--- config.mk ---
export PLATFORM = sky130hd
export DESIGN_NAME = two_wire_serial_programming_master
export DESIGN_NICKNAME = d
export VERILOG_FILES = /design/src/twspm_pkg.sv /design/src/two_wire_serial_programming_master.sv /design/src/twspm_engine.sv
export SDC_FILE = /design/constraint.sdc
export NUM_CORES = 1
export LEC_CHECK = 0
export CAP_MARGIN = 25
export CORE_MARGIN = 4
export CORE_UTILIZATION = 57
export CTS_CLUSTER_SIZE = 40
export DETAILED_ROUTE_END_ITERATION = 7
export DONT_BUFFER_PORTS = 1
export GPL_TIMING_DRIVEN = 1
export PLACE_DENSITY = 0.84
export SETUP_SLACK_MARGIN = 0.15
export SLEW_MARGIN = 15
export SYNTH_ARGS = -nofsm -noshare
export SYNTH_HDL_FRONTEND = slang
export SYNTH_SLANG_ARGS = --single-unit
export TNS_END_PERCENT = 50
--- constraint.sdc ---
create_clock -name clock -period 2.7 [get_ports clock]
set_clock_uncertainty 0.05 [all_clocks]
set_input_delay 0.27 -clock clock [delete_from_list [all_inputs] [get_ports clock]]
set_output_delay 0.27 -clock clock [all_outputs]
set_load 0.02 [all_outputs]
--- src/twspm_pkg.sv ---
// Shared types, codes and constants for the two-wire serial programming master.
// Used by twspm_engine and two_wire_serial_programming_master; no dependencies.
package twspm_pkg;

   localparam int WORD_W  = 16;
   localparam int MODE_W  = 3;
   localparam int BITS_W  = 5;
   localparam int DELAY_W = 16;
   localparam int PHASE_W = 2;
   localparam int CSR_IDX_W = 2;

   localparam int COMMAND_BITS_DEFAULT = 8;
   localparam int WORD_BITS_DEFAULT    = 16;

   localparam logic [MODE_W-1:0] OP_IDLE  = 3'd0;
   localparam logic [MODE_W-1:0] OP_CMD   = 3'd1;
   localparam logic [MODE_W-1:0] OP_WRITE = 3'd2;
   localparam logic [MODE_W-1:0] OP_READ  = 3'd3;
   localparam logic [MODE_W-1:0] OP_ENTER = 3'd4;
   localparam logic [MODE_W-1:0] OP_EXIT  = 3'd5;

   localparam logic [PHASE_W-1:0] PHASE_SETUP = 2'd0;
   localparam logic [PHASE_W-1:0] PHASE_HIGH  = 2'd1;
   localparam logic [PHASE_W-1:0] PHASE_LOW   = 2'd2;

   localparam logic [CSR_IDX_W-1:0] CSR_BIT_DELAY   = 2'd0;
   localparam logic [CSR_IDX_W-1:0] CSR_ENTER_DELAY = 2'd1;
   localparam logic [CSR_IDX_W-1:0] CSR_EXIT_DELAY  = 2'd2;

   localparam logic [DELAY_W-1:0] BIT_DELAY_RESET   = 16'd50;
   localparam logic [DELAY_W-1:0] ENTER_DELAY_RESET = 16'd10;
   localparam logic [DELAY_W-1:0] EXIT_DELAY_RESET  = 16'd100;

   typedef struct packed {
      logic [DELAY_W-1:0] bit_delay;
      logic [DELAY_W-1:0] enter_delay;
      logic [DELAY_W-1:0] exit_delay;
   } cfg_type;

   typedef struct packed {
      logic              clock_level;
      logic              data_level;
      logic              data_drive;
      logic              busy_res;
      logic [WORD_W-1:0] read_word;
      logic              read_valid;
      logic              request_dropped;
   } rsp_type;

endpackage

--- src/two_wire_serial_programming_master.sv ---
// Two-wire serial programming master: input register, pin sequencer, result register.
// Depends on twspm_pkg and twspm_engine.
// An accepted transaction waits in the input register; its step result is held in the
// result register. Throughput: one transaction per cycle unless rsp_stall holds a full
// result register, set by the single-step sequencer between the two registers. Reset
// clears both stages, loads delays 50, 10 and 100, leaves clock and data high, driven.
module two_wire_serial_programming_master #(
   parameter int COMMAND_BITS = twspm_pkg::COMMAND_BITS_DEFAULT,
   parameter int WORD_BITS    = twspm_pkg::WORD_BITS_DEFAULT
) (
   input  logic                            clock,
   input  logic                            reset,
   input  logic                            req_valid,
   output logic                            req_stall,
   input  logic [twspm_pkg::MODE_W-1:0]    req_mode,
   input  logic [twspm_pkg::WORD_W-1:0]    req_value,
   input  logic                            req_data_pin_in,
   output logic                            rsp_valid,
   input  logic                            rsp_stall,
   output logic                            rsp_clock_level,
   output logic                            rsp_data_level,
   output logic                            rsp_data_drive,
   output logic                            rsp_busy_res,
   output logic [twspm_pkg::WORD_W-1:0]    rsp_read_word,
   output logic                            rsp_read_valid,
   output logic                            rsp_request_dropped,
   input  logic                            csr_write,
   input  logic [twspm_pkg::CSR_IDX_W-1:0] csr_index,
   input  logic [twspm_pkg::DELAY_W-1:0]   csr_wdata
);
   import twspm_pkg::*;

   cfg_type           cfg_ff;
   logic              s1_valid_ff, s1_valid_in;
   logic [MODE_W-1:0] mode_ff;
   logic [WORD_W-1:0] value_ff;
   logic              pin_ff;
   logic              s2_valid_ff, s2_valid_in;
   rsp_type           rsp_ff;
   rsp_type           step_res;
   logic              s2_free, step, req_accept;

   assign s2_free     = !s2_valid_ff || !rsp_stall;
   assign step        = s1_valid_ff && s2_free;
   assign req_stall   = s1_valid_ff && !s2_free;
   assign req_accept  = req_valid && !req_stall;
   assign s1_valid_in = req_accept ? 1'b1 : (step ? 1'b0 : s1_valid_ff);
   assign s2_valid_in = s2_free ? step : s2_valid_ff;

   always_ff @(posedge clock) begin
      if (reset) begin
         cfg_ff.bit_delay   <= BIT_DELAY_RESET;
         cfg_ff.enter_delay <= ENTER_DELAY_RESET;
         cfg_ff.exit_delay  <= EXIT_DELAY_RESET;
      end else if (csr_write) begin
         unique case (csr_index)
            CSR_BIT_DELAY:   cfg_ff.bit_delay   <= csr_wdata;
            CSR_ENTER_DELAY: cfg_ff.enter_delay <= csr_wdata;
            CSR_EXIT_DELAY:  cfg_ff.exit_delay  <= csr_wdata;
            default: ;
         endcase
      end
   end

   always_ff @(posedge clock) begin
      if (reset) begin
         s1_valid_ff <= 1'b0;
         s2_valid_ff <= 1'b0;
      end else begin
         s1_valid_ff <= s1_valid_in;
         s2_valid_ff <= s2_valid_in;
      end
   end

   always_ff @(posedge clock) begin
      if (req_accept) begin
         mode_ff  <= req_mode;
         value_ff <= req_value;
         pin_ff   <= req_data_pin_in;
      end
      if (step) begin
         rsp_ff <= step_res;
      end
   end

   twspm_engine #(
      .COMMAND_BITS (COMMAND_BITS),
      .WORD_BITS    (WORD_BITS)
   ) u_engine (
      .clock   (clock),
      .reset   (reset),
      .step_en (step),
      .mode    (mode_ff),
      .value   (value_ff),
      .pin     (pin_ff),
      .cfg     (cfg_ff),
      .res     (step_res)
   );

   assign rsp_valid           = s2_valid_ff;
   assign rsp_clock_level     = rsp_ff.clock_level;
   assign rsp_data_level      = rsp_ff.data_level;
   assign rsp_data_drive      = rsp_ff.data_drive;
   assign rsp_busy_res        = rsp_ff.busy_res;
   assign rsp_read_word       = rsp_ff.read_word;
   assign rsp_read_valid      = rsp_ff.read_valid;
   assign rsp_request_dropped = rsp_ff.request_dropped;

   stalled_item_holds: assert property (@(posedge clock) disable iff (reset)
      s1_valid_ff && !s2_free |=> s1_valid_ff && $stable(mode_ff) && $stable(value_ff))
      else $error("waiting transaction lost or changed");

   step_fills_output: assert property (@(posedge clock) disable iff (reset)
      step |=> s2_valid_ff)
      else $error("stepped transaction produced no result");

endmodule

--- src/twspm_engine.sv ---
// Pin sequencer of the two-wire serial programming master: one tick per step.
// Depends on twspm_pkg for codes, the configuration struct and the result struct.
module twspm_engine #(
   parameter int COMMAND_BITS = twspm_pkg::COMMAND_BITS_DEFAULT,
   parameter int WORD_BITS    = twspm_pkg::WORD_BITS_DEFAULT
) (
   input  logic                          clock,
   input  logic                          reset,
   input  logic                          step_en,
   input  logic [twspm_pkg::MODE_W-1:0]  mode,
   input  logic [twspm_pkg::WORD_W-1:0]  value,
   input  logic                          pin,
   input  twspm_pkg::cfg_type            cfg,
   output twspm_pkg::rsp_type            res
);
   import twspm_pkg::*;

   localparam int CMD_SHIFT  = WORD_W - COMMAND_BITS;
   localparam int WORD_SHIFT = WORD_W - WORD_BITS;

   logic [MODE_W-1:0]  op_ff,    op_in;
   logic [WORD_W-1:0]  shift_ff, shift_in;
   logic [BITS_W-1:0]  bits_ff,  bits_in;
   logic [PHASE_W-1:0] phase_ff, phase_in;
   logic [DELAY_W-1:0] wait_ff,  wait_in;
   logic               clk_ff,   clk_in;
   logic               data_ff,  data_in;
   logic               drive_ff, drive_in;
   logic [WORD_W-1:0]  last_ff,  last_in;

   logic [DELAY_W-1:0] bit_d, enter_d, exit_d;
   logic [BITS_W-1:0]  bits_dec;
   logic [WORD_W-1:0]  shift_cmd, shift_word, shift_next;
   logic               request, active, valid, dropped;

   function automatic logic [DELAY_W-1:0] at_least_one(input logic [DELAY_W-1:0] d);
      at_least_one = (d == '0) ? DELAY_W'(1) : d;
   endfunction

   always_comb begin
      bit_d      = at_least_one(cfg.bit_delay);
      enter_d    = at_least_one(cfg.enter_delay);
      exit_d     = at_least_one(cfg.exit_delay);
      shift_cmd  = value << CMD_SHIFT;
      shift_word = value << WORD_SHIFT;
      shift_next = {shift_ff[WORD_W-2:0], 1'b0};
      bits_dec   = (bits_ff != '0) ? bits_ff - BITS_W'(1) : '0;
      request    = (mode >= OP_CMD) && (mode <= OP_EXIT);
      active     = (op_ff != OP_IDLE);

      op_in    = op_ff;
      shift_in = shift_ff;
      bits_in  = bits_ff;
      phase_in = phase_ff;
      wait_in  = wait_ff;
      clk_in   = clk_ff;
      data_in  = data_ff;
      drive_in = drive_ff;
      last_in  = last_ff;
      valid    = 1'b0;
      dropped  = 1'b0;

      if (active) begin
         dropped = request;
         if (wait_ff > DELAY_W'(1)) begin
            wait_in = wait_ff - DELAY_W'(1);
         end else begin
            wait_in = '0;
            unique case (op_ff) inside
               OP_CMD, OP_WRITE: begin
                  if (phase_ff == PHASE_SETUP) begin
                     clk_in = 1'b1; phase_in = PHASE_HIGH; wait_in = bit_d;
                  end else if (phase_ff == PHASE_HIGH) begin
                     clk_in = 1'b0; phase_in = PHASE_LOW; wait_in = bit_d;
                  end else begin
                     bits_in = bits_dec;
                     if (bits_dec != '0) begin
                        shift_in = shift_next;
                        data_in  = shift_next[WORD_W-1];
                        phase_in = PHASE_SETUP;
                        wait_in  = bit_d;
                     end else begin
                        op_in = OP_IDLE; phase_in = PHASE_SETUP;
                     end
                  end
               end
               OP_READ: begin
                  if (phase_ff == PHASE_HIGH) begin
                     shift_in = {shift_ff[WORD_W-2:0], pin};
                     clk_in   = 1'b0; phase_in = PHASE_LOW; wait_in = bit_d;
                  end else begin
                     bits_in = bits_dec;
                     if (bits_dec != '0) begin
                        clk_in = 1'b1; phase_in = PHASE_HIGH; wait_in = bit_d;
                     end else begin
                        drive_in = 1'b1;
                        last_in  = shift_ff;
                        op_in    = OP_IDLE;
                        phase_in = PHASE_SETUP;
                        valid    = 1'b1;
                     end
                  end
               end
               OP_ENTER: begin
                  if (phase_ff == PHASE_SETUP) begin
                     data_in = 1'b1; phase_in = PHASE_HIGH; wait_in = enter_d;
                  end else if (phase_ff == PHASE_HIGH) begin
                     data_in = 1'b0; phase_in = PHASE_LOW; wait_in = enter_d;
                  end else begin
                     data_in = 1'b1; op_in = OP_IDLE; phase_in = PHASE_SETUP;
                  end
               end
               default: begin
                  op_in = OP_IDLE; phase_in = PHASE_SETUP;
               end
            endcase
         end
      end else if (request) begin
         op_in = mode;
         unique case (mode) inside
            OP_CMD: begin
               shift_in = shift_cmd;
               bits_in  = BITS_W'(COMMAND_BITS);
               drive_in = 1'b1;
               data_in  = shift_cmd[WORD_W-1];
               phase_in = PHASE_SETUP;
               wait_in  = bit_d;
            end
            OP_WRITE: begin
               shift_in = shift_word;
               bits_in  = BITS_W'(WORD_BITS);
               drive_in = 1'b1;
               data_in  = shift_word[WORD_W-1];
               phase_in = PHASE_SETUP;
               wait_in  = bit_d;
            end
            OP_READ: begin
               shift_in = '0;
               bits_in  = BITS_W'(WORD_BITS);
               drive_in = 1'b0;
               clk_in   = 1'b1;
               phase_in = PHASE_HIGH;
               wait_in  = bit_d;
            end
            OP_ENTER: begin
               clk_in   = 1'b0;
               data_in  = 1'b0;
               drive_in = 1'b1;
               phase_in = PHASE_SETUP;
               wait_in  = enter_d;
            end
            default: begin
               clk_in   = 1'b1;
               data_in  = 1'b1;
               drive_in = 1'b1;
               phase_in = PHASE_SETUP;
               wait_in  = exit_d;
            end
         endcase
      end else begin
         op_in = OP_IDLE;
      end

      res.clock_level     = clk_in;
      res.data_level      = data_in;
      res.data_drive      = drive_in;
      res.busy_res        = (op_in != OP_IDLE);
      res.read_word       = last_in;
      res.read_valid      = valid;
      res.request_dropped = dropped;
   end

   always_ff @(posedge clock) begin
      if (reset) begin
         op_ff    <= OP_IDLE;
         shift_ff <= '0;
         bits_ff  <= '0;
         phase_ff <= PHASE_SETUP;
         wait_ff  <= '0;
         clk_ff   <= 1'b1;
         data_ff  <= 1'b1;
         drive_ff <= 1'b1;
         last_ff  <= '0;
      end else if (step_en) begin
         op_ff    <= op_in;
         shift_ff <= shift_in;
         bits_ff  <= bits_in;
         phase_ff <= phase_in;
         wait_ff  <= wait_in;
         clk_ff   <= clk_in;
         data_ff  <= data_in;
         drive_ff <= drive_in;
         last_ff  <= last_in;
      end
   end

   idle_is_clean: assert property (@(posedge clock) disable iff (reset)
      op_ff == OP_IDLE |-> phase_ff == PHASE_SETUP && wait_ff == '0)
      else $error("idle with pending phase or wait");

   read_releases_pin: assert property (@(posedge clock) disable iff (reset)
      op_ff == OP_READ |-> !drive_ff)
      else $error("data pin driven during read");

   read_done_drives: assert property (@(posedge clock) disable iff (reset)
      step_en && res.read_valid |-> res.data_drive && !res.busy_res)
      else $error("read finished without restoring drive");

   drop_only_busy: assert property (@(posedge clock) disable iff (reset)
      step_en && res.request_dropped |-> op_ff != OP_IDLE)
      else $error("request dropped while idle");

endmodule
# Yosys cells after proc, flatten, opt, wreduce, memory -nomap -nowiden
# Cells that the tools add are included.
[word_totals]
reg_bits = 153
latch_bits = 0
mem_bits_rw = 0
mem_bits_ro = 0
input_bits = 43
output_inout_bits = 24
mem_count = 0
[op_classes]
n_addsub = 2
n_mul = 0
div = 0
order_cmp = 3
n_eq_ne = 17
shift = 0
muxes = 82
n_bitwise = 2
reduce_logical = 35
[ops]
columns = ["cell", "n"]
rows = [
  ["$mux 16", 23],
  ["$pmux 16 s3", 2],
  ["$pmux 16 s2", 2],
  ["$logic_not 16->1", 3],
  ["$mux 5", 6],
  ["$mux 1", 27],
  ["$mux 3", 8],
  ["$pmux 5 s2", 2],
  ["$gt 16x1->1 const B", 1],
  ["$sub 16x1->16 const B", 1],
  ["$ne 3x3->1 const B", 5],
  ["$eq 3x2->1 const B", 4],
  ["$mux 2", 6],
  ["$reduce_bool 5->1", 2],
  ["$pmux 3 s3", 1],
  ["$reduce_and 9->1", 1],
  ["$reduce_bool 3->1", 3],
  ["$reduce_and 2->1", 4],
  ["$eq 3x1->1 const B", 2],
  ["$eq 3x3->1 const B", 2],
  ["$pmux 1 s2", 3],
  ["$reduce_and 6->1", 1],
  ["$reduce_or 2->1", 3],
  ["$reduce_or 3->1", 2],
  ["17 further kinds", 27],
]

# Depth between registers and ports, before layout
[logic_depth]
word_depth = 10
mapped_depth = 11

# By module
# A second synthesis with hierarchy kept.
[hier_totals]
cells_unflattened = 909
area_unflattened_um2 = 8055.2
[by_module_without_submodules]
columns = ["mod", "n_inst", "cells_per_inst", "area_each_um2", "seq_area_each_um2"]
rows = [
  ["twspm_engine", 1, 672, 4743.3, 1221.2],
  ["two_wire_serial_programming_master", 1, 237, 3311.9, 2262.2],
]

# Worst setup path before layout
# No wires, ideal clock.
[synth_timing]
path_type = "register to register"
start = "register u_engine.bits_ff[0]"
end = "register rsp_ff (netlist bit rsp_read_word[0]), data pin"
arrival_ps = 2434
required_ps = 2390
setup_slack_ps = -44
path_stages_with_launch = 9
n_path_buf = 1
synth_period_minus_slack_ps = 2744
path_cell_list = "dfxtp_1 > inv_1 > ha_1 > nor4b_1 > a41oi_1 > or3_4 > nor3_2 > buf_4 > mux2_2"
[synth_lines]
columns = ["item", "line", "rtl"]
rows = [
  ["start: declaration", "twspm_engine.sv:23", "logic [BITS_W-1:0] bits_ff, bits_in;"],
  ["start signal: assignment", "twspm_engine.sv:187", "bits_ff <= bits_in;"],
  ["end signal: assignment", "two_wire_serial_programming_master.sv:82", "rsp_ff <= step_res;"],
  ["end: declaration", "two_wire_serial_programming_master.sv:39", "rsp_type rsp_ff;"],
]

==> results.yml <==
hold_path:
  hold_depth: 2
  timing.hold.worst_endpoint: "u_engine.bits_ff[2]"
  hp-class: "input port to flip-flop"
  hp-start: "reset"
grt:
  grt_pass1_wl_um: 36620
  grt_max_degree: 109
  overflow: 0
  grt_pass1_vias: 7071
  antenna_found_initial: 0
  grt_use_total: 0.3154
worst_setup_path:
  cp_max_fo: 9
  regToRegEndpoint: "rsp_read_word[4]"
  r2r_cells: 9
  setup.worst_path.class: "flip-flop to flip-flop"
  r2r_setup_slack_ns: 0.18
  cp.arrival_ns: 2.64
  start_kind: "flip-flop"
  crit_start: "u_engine.bits_ff[1]"
  cp_data_required_time_ns: 2.82
  r2r_start: "u_engine.bits_ff[1]"
  endpoint_kind: "flip-flop"
synth:
  yosysWarningCount: 0
  synth_most_common_cell: "nand2_1"
  syn_area_per_cell_um2: 8.799
  synth_cell_types: 69
  syn_area_um2: 7365
  synth_common_cells: "146 x nand2_1, 111 x dfxtp_1, 88 x a21oi_1"
  async_flop_share: 0
  ys_seq_elements: 153
  netlist_top_cells_area: "dfxtp_1 30%, edfxtp_1 17%, nand2_1 7.4%, a21oi_1 6.0%, nor2_1 3.1%"
  synthCells: 837
  synthFlopType: "dfxtp_1"
  synth_top_area_share: 0.3017
  synthesis.nets: 883
  synth_enable_flop_cells: 42
  synth_top_area_cell: "dfxtp_1"
  ys_seq_area_frac: 0.4730
power:
  max-vdd-ir-drop_mv: 0.6518
  leakagePower_nw: 3.137
  powerDensity_nw_per_um2: 691.0
timing:
  timing.final.hold_violations: 0
  fin_ws_ns: 0.1828
  setup-violations-final: 0
  drv_slew: 0
  hold_slack_ns: 0.05108
  max_clock_freq_mhz: 397.3
  relSlewSlack: 0.5261
  period_minus_slack_ns: 2.517
  rsz0062_at_grt: "false"
  timing.final.crit_share: 0.9323
  tns_ns: 0
  worst_pin_slew_ns: 0.7087
clocking:
  cts_buffer_depth: 2
  cts_tree: "done"
  cts_root_buf: "clkbuf_16"
  cts_made_buffers: 17
  clk_pin_slew_ns: 0.07
  clock_sinks: 153
  insertion_delay_ns: 0.43
  h-tree-depth: 4
finish:
  seq_area_um2: 3487
  nets: 928
  multiInputGateArea_um2: 3690
  num_antenna_cells: 0
  fin_util: 0.6971
  area_growth_pct: 19.45
  fillers: 926
  final_layout_size_suffix_gt1_frac: 0.1307
floorplan:
  fp-row-count: 41
  dieHeight_um: 121.7
  start_util: 0.5836
  dieWidth_um: 121.7
  core_um2: 12620
  ios: 67
  die_area_um2: 14800
placed_design:
  pre_cts_slack_ns: 0.09307
  place.gp.congestion: 0.9378
  hpwl_um: 13650
  io_buffers: 0
drt:
  drc: 0
  first_pass_iters: 6
  via_count: 7201
  ant_nets: 0
  routed_wl_um: 23190
  vias_per_cell: 6.749
  drtIter0Drc: 1203
  wl_per_cell_um: 21.73
job:
  maxCapViolations: 0
outcome:
  status: "complete, no violations"
layer usage:
layer	global-route usage	up-vias	share of wire
met4	0.1688	0	0.051
met1	0.3865	3314	0.36
met3	0.07010	142	0.11
met5	0	-	0
li1	-	3152	-
met2	0.5192	593	0.48
cells by family after synthesis:
family,synth area share
AO/OA/AOI/OAI,0.2005
XOR/XNOR,0.01665
adder cells (fa/ha/maj),0.006457
buffers and inverters,0.03789
flip-flops,0.4730
multiplexers,0.05216
AND/OR/NAND/NOR,0.2134
cell type report:
type,count,share of cell area
clock buffers,22,0.05646
repair buffers,82,0.08903
well taps,172,0.02446
inverters,12,0.005120
flip-flops and latches,153,0.3964
clock inverters,10,0.009103
multi-input cells,616,0.4194
critical path, stage by stage (launching register included):
cell and delay (ns):
dfxtp_2 0.33, inv_1 0.10, ha_4 0.20, nor4b_4 0.28, a41oi_2 0.09, or3_4 0.39
nor3_4 0.17, buf_4 0.16, buf_12 0.13, mux2_2 0.36
worst max-delay path by stage:
stage          slack [ns]                  end
2_1_floorplan        0.15     rsp_read_word[0]
4_1_cts              0.18     rsp_read_word[4]
6_report             0.18     rsp_read_word[4]
5_1_grt              0.12     rsp_read_word[8]
3_3_place_gp         0.18     rsp_read_word[1]
3_5_place_dp         0.09  u_engine.wait_ff[1]
repair_timing:
item | 4_1_cts | 5_1_grt
pin swaps | 4 | 2
gates resized for setup | 5 | 11
hold buffers | 40 | 0
endpoints found under the hold margin | 128 | 0
setup buffers | 2 | 1
endpoints found under the setup margin | 23 | 31
cloned | 1 | 0
sequential cells by signal, indices dropped and copies added, names as in the netlist, 2 cells and up:
register           count
u_engine.op_ff         3
cfg_ff                48
rsp_read_word         16
u_engine.shift_ff     16
mode_ff                3
value_ff              16
u_engine.phase_ff      2
u_engine.last_ff      16
u_engine.bits_ff       5
u_engine.wait_ff      16
cells in the final DEF, fill, tap and decap left out, types with 4 or more instances in the layout:
master,count
a211oi_1,10
a21oi_1,88
a221oi_1,13
a22o_1,4
a22oi_1,13
a311oi_1,13
a31oi_1,6
and2_1,7
and3_1,13
buf_4,39
clkbuf_16,19
dfxtp_1,108
dlygate4sd3_1,39
edfxtp_1,42
inv_1,12
mux2_2,19
mux2i_1,17
nand2_1,146
nand2b_1,8
nand3_1,21
nand3b_1,11
nor2_1,59
nor2b_1,5
nor3_1,16
nor4_1,13
o21ai_0,42
o21bai_1,4
o31ai_1,4
or3_1,7
xnor2_1,10
power breakdown:
group	switching [W]	internal [W]
sequential	0.000143	0.00247
combinational	0.000700	0.000415
clock	0.00102	0.00132
total	0.00187	0.00421
stage by stage:
step	cell area (um^2)	cells	power, W
floorplan	7381	837	0.003309
global placement	7676	991	0.003567
detailed placement	7676	991	0.003586
CTS	8740	1066	0.005960
global route	8797	1067	0.006241
finish	8797	1067	0.006079
No activity file was read; power rests on OpenSTA's default activity.
